==> src/rtl/modexp_pkg.sv <==
package modexp_pkg;

    // Datapath commands issued by the controller
    typedef enum logic [2:0] {
        CMD_NONE,
        CMD_LOAD,
        CMD_MUL_SQ,
        CMD_MUL_BASE,
        CMD_RED_BASE
    } modexp_cmd_t;

    // Datapath status back to the controller
    typedef struct packed {
        logic busy;
        logic exp_bit;
        logic mod_zero;
    } modexp_status_t;

endpackage

==> src/rtl/modexp_ctrl.sv <==
module modexp_ctrl #(
    parameter int WIDTH = 32
) (
    input  logic                       aclk,
    input  logic                       aresetn,
    input  logic                       in_valid,
    output logic                       in_ready,
    output logic                       out_valid,
    input  logic                       out_ready,
    output modexp_pkg::modexp_cmd_t    cmd,
    input  modexp_pkg::modexp_status_t status
);
    import modexp_pkg::*;

    localparam int CW = $clog2(WIDTH + 1);

    typedef enum logic [2:0] {
        S_IDLE, S_RED_BASE, S_SQ, S_MUL, S_WAIT_SQ, S_WAIT_MUL, S_DONE
    } state_t;

    state_t        state_reg, state_next;
    logic [CW-1:0] cnt_reg, cnt_next;

    assign in_ready  = (state_reg == S_IDLE);
    assign out_valid = (state_reg == S_DONE);

    // Sequence one reduction of the base (straight to done on a zero modulus), then square/multiply per exponent bit
    always_comb begin
        state_next = state_reg;
        cnt_next   = cnt_reg;
        cmd        = CMD_NONE;
        unique case (state_reg)
            S_IDLE: begin
                if (in_valid) begin
                    cmd        = CMD_LOAD;
                    cnt_next   = CW'(WIDTH);
                    state_next = S_RED_BASE;
                end
            end
            S_RED_BASE: begin
                if (status.mod_zero) begin
                    state_next = S_DONE;
                end else begin
                    cmd        = CMD_RED_BASE;
                    state_next = S_WAIT_SQ;
                end
            end
            S_SQ: begin
                cmd        = CMD_MUL_SQ;
                state_next = S_WAIT_MUL;
            end
            S_WAIT_MUL: begin
                if (!status.busy) begin
                    state_next = status.exp_bit ? S_MUL : S_WAIT_SQ;
                    if (!status.exp_bit) cnt_next = cnt_reg - 1'b1;
                end
            end
            S_MUL: begin
                cmd        = CMD_MUL_BASE;
                cnt_next   = cnt_reg - 1'b1;
                state_next = S_WAIT_SQ;
            end
            S_WAIT_SQ: begin
                if (!status.busy) begin
                    state_next = (cnt_reg == '0) ? S_DONE : S_SQ;
                end
            end
            S_DONE: begin
                if (out_ready) state_next = S_IDLE;
            end
            default: state_next = S_IDLE;
        endcase
    end

    // Hold state and bit counter
    always_ff @(posedge aclk) begin
        if (!aresetn) begin
            state_reg <= S_IDLE;
            cnt_reg   <= '0;
        end else begin
            state_reg <= state_next;
            cnt_reg   <= cnt_next;
        end
    end

endmodule

==> src/rtl/modexp_dp.sv <==
module modexp_dp #(
    parameter int WIDTH = 32
) (
    input  logic                       aclk,
    input  logic                       aresetn,
    input  modexp_pkg::modexp_cmd_t    cmd,
    output modexp_pkg::modexp_status_t status,
    input  logic [WIDTH-1:0]           base_in,
    input  logic [WIDTH-1:0]           power_in,
    input  logic [WIDTH-1:0]           modulus,
    output logic [WIDTH-1:0]           result
);
    import modexp_pkg::*;

    localparam int PW = 2 * WIDTH;
    localparam int SW = $clog2(PW + 1);

    logic [WIDTH-1:0] base_reg, exp_reg, acc_reg;
    logic [PW-1:0]    rem_reg, rem_next;
    logic [PW-1:0]    prod_reg;
    logic [SW-1:0]    step_reg;
    logic             busy_reg, mul_pend_reg, to_base_reg;
    logic             exp_bit_reg;
    logic [WIDTH-1:0] mul_b;
    logic [PW-1:0]    rem_sh;
    logic             prod_bit;

    assign status.busy     = busy_reg | mul_pend_reg;
    assign status.exp_bit  = exp_bit_reg;
    assign status.mod_zero = (modulus == '0);
    assign result          = status.mod_zero ? '0 : acc_reg;

    // Restoring remainder step: shift in one product bit, subtract if it fits
    assign prod_bit = prod_reg[PW-1];
    assign rem_sh   = {rem_reg[PW-2:0], prod_bit};
    always_comb begin
        rem_next = rem_sh;
        if (rem_sh >= PW'(modulus)) rem_next = rem_sh - PW'(modulus);
    end

    assign mul_b = (cmd == CMD_MUL_BASE) ? base_reg : acc_reg;

    always_ff @(posedge aclk) begin
        if (!aresetn) begin
            busy_reg     <= 1'b0;
            mul_pend_reg <= 1'b0;
            to_base_reg  <= 1'b0;
        end else begin
            unique case (cmd)
                CMD_LOAD: begin
                    base_reg <= base_in;
                    // Latch operands and start from 1 mod m
                    exp_reg  <= power_in;
                    acc_reg  <= (modulus == WIDTH'(1)) ? '0 : WIDTH'(1);
                end
                CMD_RED_BASE: begin
                    prod_reg    <= PW'(base_reg);
                    mul_pend_reg <= 1'b1;
                    to_base_reg <= 1'b1;
                end
                CMD_MUL_SQ, CMD_MUL_BASE: begin
                    prod_reg     <= PW'(acc_reg) * PW'(mul_b);
                    mul_pend_reg <= 1'b1;
                    to_base_reg  <= 1'b0;
                    // Take the next exponent bit as its square starts
                    if (cmd == CMD_MUL_SQ) begin
                        exp_bit_reg <= exp_reg[WIDTH-1];
                        exp_reg     <= {exp_reg[WIDTH-2:0], 1'b0};
                    end
                end
                CMD_NONE: begin
                    if (mul_pend_reg) begin
                        mul_pend_reg <= 1'b0;
                        busy_reg     <= 1'b1;
                        rem_reg      <= '0;
                        step_reg     <= SW'(PW);
                    end else if (busy_reg) begin
                        rem_reg  <= rem_next;
                        prod_reg <= {prod_reg[PW-2:0], 1'b0};
                        step_reg <= step_reg - 1'b1;
                        if (step_reg == SW'(1)) begin
                            busy_reg <= 1'b0;
                            if (to_base_reg) base_reg <= rem_next[WIDTH-1:0];
                            else             acc_reg  <= rem_next[WIDTH-1:0];
                        end
                    end
                end
                default: ;
            endcase
        end
    end

endmodule

==> src/rtl/modular_exponentiation.sv <==
// Each product and the base reduction go through the bit-serial remainder unit (2*WIDTH steps per reduction).
// Throughput: one item at a time; the next beat is taken after the result leaves.
// Reset (aresetn low, synchronous): controller idle, modulus returns to 1.
module modular_exponentiation #(
    parameter int WIDTH = 32
) (
    input  logic        aclk,
    input  logic        aresetn,
    input  logic        s_tvalid,
    output logic        s_tready,
    input  logic [63:0] s_tdata,   // [31:0] base, [63:32] power
    output logic        m_tvalid,
    input  logic        m_tready,
    output logic [31:0] m_tdata,   // [31:0] residue
    input  logic        cfg_we,
    input  logic [31:0] cfg_wdata
);
    import modexp_pkg::*;

    logic [31:0]    modulus_reg;
    modexp_cmd_t    cmd;
    modexp_status_t status;
    logic [WIDTH-1:0] res;

    // Hold the modulus register
    always_ff @(posedge aclk) begin
        if (!aresetn) modulus_reg <= 32'd1;
        else if (cfg_we) modulus_reg <= cfg_wdata;
    end

    modexp_ctrl #(.WIDTH(WIDTH)) u_ctrl (
        .aclk(aclk), .aresetn(aresetn),
        .in_valid(s_tvalid), .in_ready(s_tready),
        .out_valid(m_tvalid), .out_ready(m_tready),
        .cmd(cmd), .status(status)
    );

    modexp_dp #(.WIDTH(WIDTH)) u_dp (
        .aclk(aclk), .aresetn(aresetn),
        .cmd(cmd), .status(status),
        .base_in(s_tdata[WIDTH-1:0]),
        .power_in(s_tdata[32+WIDTH-1:32]),
        .modulus(modulus_reg[WIDTH-1:0]),
        .result(res)
    );

    assign m_tdata = 32'(res);

endmodule
==> config.mk <==
export PLATFORM = sky130hd
export DESIGN_NAME = modular_exponentiation
export DESIGN_NICKNAME = d
export VERILOG_FILES = /design/src/rtl/modexp_pkg.sv /design/src/rtl/modexp_ctrl.sv /design/src/rtl/modexp_dp.sv /design/src/rtl/modular_exponentiation.sv
export SDC_FILE = /design/constraint.sdc
export NUM_CORES = 2
export LEC_CHECK = 0
export BUFFER_PORTS_ARGS = -buffer_cell sky130_fd_sc_hd__buf_2
export CAP_MARGIN = 40
export CORE_UTILIZATION = 40
export DETAILED_ROUTE_END_ITERATION = 10
export GPL_ROUTABILITY_DRIVEN = 1
export HOLD_SLACK_MARGIN = 0.15
export PLACE_DENSITY = 0.63
export SETUP_SLACK_MARGIN = 0.02
export SLEW_MARGIN = 20
export SYNTH_ARGS = -nofsm -noshare
export SYNTH_HDL_FRONTEND = slang
export SYNTH_SLANG_ARGS = --single-unit
==> constraint.sdc <==
create_clock -name aclk -period 9.7 [get_ports aclk]
set_input_delay 0 -clock aclk [delete_from_list [all_inputs] [get_ports aclk]]
set_output_delay 0 -clock aclk [all_outputs]
set_load 0.01 [all_outputs]
==> metrics.csv <==
metric,value,unit
kind of critical path,flop to flop,
PnR worst setup slack,0.429,ns
Detail Route Antenna Nets,0,
Die Ht,350,microns
synthesized area,48500,sq um
global placer's final weighted congestion,0.914,
YS warnings,0,
Inserted Diodes,0,
vias in the first global route,38700,
post-detail-place hpwl,107,mm
first-pass GRT wire length,221,mm
status,completed,
Tcrit/Tclk final,95.6,%
reg2reg start,u_ctrl.state_reg[1],
main flop type after synthesis,edfxtp_1,
CTS tree,done,
synth unique cells,78,
hold path startpoint,s_tdata[60],
clock skew,0.0280,ns
clk buf depth,3,
Cells after Synth,5201,
Area growth syn-to-layout,10.4,%
CORE AREA,120000,sq um
residual DRC count,0,
post-synth top area share,37.1,%
synthesized flop and latch total,275,
syn nets,6497,
count of endpoints failing setup in the final report,0,
final hold vios,0,
Worst Hold Class,input pin to flop,
clock slew at reported path FFs,0.08,ns
vias per std cell,5.23,
1st-iter DRT viols,2341,
Worst Path Max Fanout,49,
number of synthesized flops with an enable pin,231,
# clock sinks,275,
final WL,138,mm
asr flop ratio synth,0,%
initial antenna violation count,2,
Post-CTS Setup Inserts,0,
hold_ws,0.213,ns
CP startpoint kind,flop,
Slew @ Worst Pin,0.952,ns
max FFs per register,64,
mean post-synth cell area,9.32,sq um
RSZ-0062 raised after global routing,no,
fillers,11500,
Rows,127,
cell depth of the worst hold path,4,
setup_tns,0,ns
Max Cap Viol,0,
GRT overflow,0,
capturing point of the worst reg2reg path,u_dp.prod_reg[54],
final core occ,44.6,%
min Tclk post-route,9.27,ns
cell mode on critical path,fa_1,
vias after detailed routing,36300,
Crit. End Element,flop,
total number of H-tree levels,1,
DR pass1 iterations,6,
Synth area leaders,"fa_1 37%, edfxtp_1 14%, ha_1 7.7%",
Worst Hold Endpoint,u_dp.exp_reg[28],
fin nets,6599,
Reg2Reg Depth,28,
all-layer global routing usage,23.1,%
# port buffers,134,
Initial Util,40.4,%
reg2reg setup slack,0.43,ns
CP Data Required Time,10.03,ns
dpl ws,0.310,ns
wire per inst,19.9,microns
die width,350,microns
final-report max-slew violation count,0,
"Seq/Total Area, Yosys",16.1,%
die area,123000,sq um
Worst path max stage delay,0.56,ns
f_max,108,MHz
Slew HR,36.0,%
Arrival @ worst endpoint,9.61,ns
largest net degree at the start of global routing,77,
Yosys top cell by area,fa_1,
Inserted Clock Buffers,26,
Clock Latency Late Sink,0.60,ns
layout cells sized above 1,6.46,%
CP max stage cell,fa_1,
root buffer cell,clkbuf_16,
Ports,135,
==> stage by stage <==
step           cell area [sq um]  std cells
3_3_place_gp               50800       6721
6_report                   53500       6934
2_1_floorplan              48500       5201
4_1_cts                    53500       6933
5_1_grt                    53500       6934
3_5_place_dp               50900       6725
==> routing by layer <==
metal  vias up  track usage [%]  share of wire [%]
met2      1120             38.2                 47
li1      16400                -                  -
met1     18600             32.4                 45
met4         0             6.70                2.9
met3       178             2.00                5.7
met5         -                0                  0
==> timing repair <==
| item | 4_1_cts | 5_1_grt |
|---|---|---|
| hold endpoints to repair | 108 | 0 |
| hold buffers | 161 | 0 |
| endpoints found under the setup margin | 0 | 14 |
| resized for setup | 0 | 8 |
==> worst max path at each step <==
stage / startpoint / end / slack [ns] / cells past startpoint
5_1_grt: u_ctrl.state_reg[1] / u_dp.prod_reg[54] / 0.03 / 26
3_3_place_gp: u_ctrl.state_reg[1] / u_dp.prod_reg[54] / 0.41 / 28
3_5_place_dp: u_ctrl.state_reg[1] / u_dp.prod_reg[54] / 0.31 / 25
6_report: u_ctrl.state_reg[1] / u_dp.prod_reg[54] / 0.43 / 28
4_1_cts: u_ctrl.state_reg[1] / u_dp.prod_reg[54] / 0.27 / 25
2_1_floorplan: u_ctrl.state_reg[1] / u_dp.prod_reg[54] / 1.28 / 30
==> critical path, delay by kind of cell, from the launching register on <==
family / cells / cell delay, ns
compound gates: 6 / 1.73
fa+ha+maj: 9 / 4.50
buf+inv: 6 / 0.88
flops: 1 / 0.47
mux: 2 / 0.74
simple gates: 5 / 0.63
==> placed cells by master, fill, tap and decap left out, types with 30 or more instances in the layout <==
| cell type | netlist | final |
|---|---|---|
| ha_1 | 298 | 298 |
| edfxtp_1 | 231 | 231 |
| a21oi_1 | 163 | 159 |
| xnor2_1 | 59 | 59 |
| dfxtp_1 | 44 | 42 |
| inv_1 | 905 | 905 |
| nor2b_1 | 167 | 167 |
| xor2_1 | 41 | 41 |
| mux2i_1 | 54 | 51 |
| a21o_1 | 81 | 80 |
| nand4_1 | 34 | 34 |
| o21a_1 | 31 | 31 |
| dlygate4sd3_1 | 0 | 161 |
| buf_2 | 4 | 135 |
| nor2_1 | 194 | 192 |
| nor3_1 | 36 | 35 |
| mux2_2 | 35 | 30 |
| or3_1 | 32 | 32 |
| buf_4 | 4 | 82 |
| nand2_1 | 652 | 650 |
| fa_1 | 897 | 897 |
| and2_1 | 499 | 499 |
| o21ai_0 | 126 | 126 |
==> area by class of cell <==
| cell class | instances | area, sq um | area share, % |
|---|---|---|---|
| repair buffers | 389 | 3150 | 5.88 |
| clock buffers | 29 | 662 | 1.24 |
| clock inverters | 18 | 282 | 0.526 |
| inverters | 906 | 3400 | 6.36 |
| multi-input cells | 3705 | 36200 | 67.6 |
| well taps | 1612 | 2020 | 3.77 |
| flip-flops and latches | 275 | 7820 | 14.6 |
==> synthesized netlist by cell type (5+ instances only) <==
library cell,instances
ha_1,298
edfxtp_1,231
nand2b_1,13
fa_1,897
a211o_1,6
or3_1,32
and3_1,17
nor2b_1,167
and2_1,499
nor3_1,36
xor2_1,41
dfxtp_1,44
nor4_1,26
xnor2_1,59
clkbuf_1,297
o21a_1,31
nand4_1,34
o21bai_1,12
nand2_1,652
a21oi_1,163
o31a_1,5
o31ai_1,10
nand3_1,24
nor3b_1,8
a31oi_1,14
or4_1,18
a211oi_1,13
o211ai_1,15
buf_1,10
or2_2,7
a22oi_1,21
nor2_1,194
mux2i_1,54
inv_1,905
a221o_1,11
mux2_2,35
a21boi_0,9
o41ai_1,8
o21ai_0,126
a2111oi_0,5
a21o_1,81
==> kinds of logic (layout without fill, tap and decap cells) <==
| family | count (synthesis) | count (layout) | synth area share (%) |
|---|---|---|---|
| compound gates | 572 | 572 | 7.56 |
| flops | 275 | 275 | 16.1 |
| simple gates | 1746 | 1746 | 18.2 |
| buf+inv | 1221 | 1342 | 9.50 |
| mux | 92 | 92 | 2.01 |
| xor+xnor | 100 | 100 | 1.81 |
| fa+ha+maj | 1195 | 1195 | 44.8 |
Power is not shown: default switching activity piles up to over one toggle a cycle in this logic, so the estimate is an artifact.
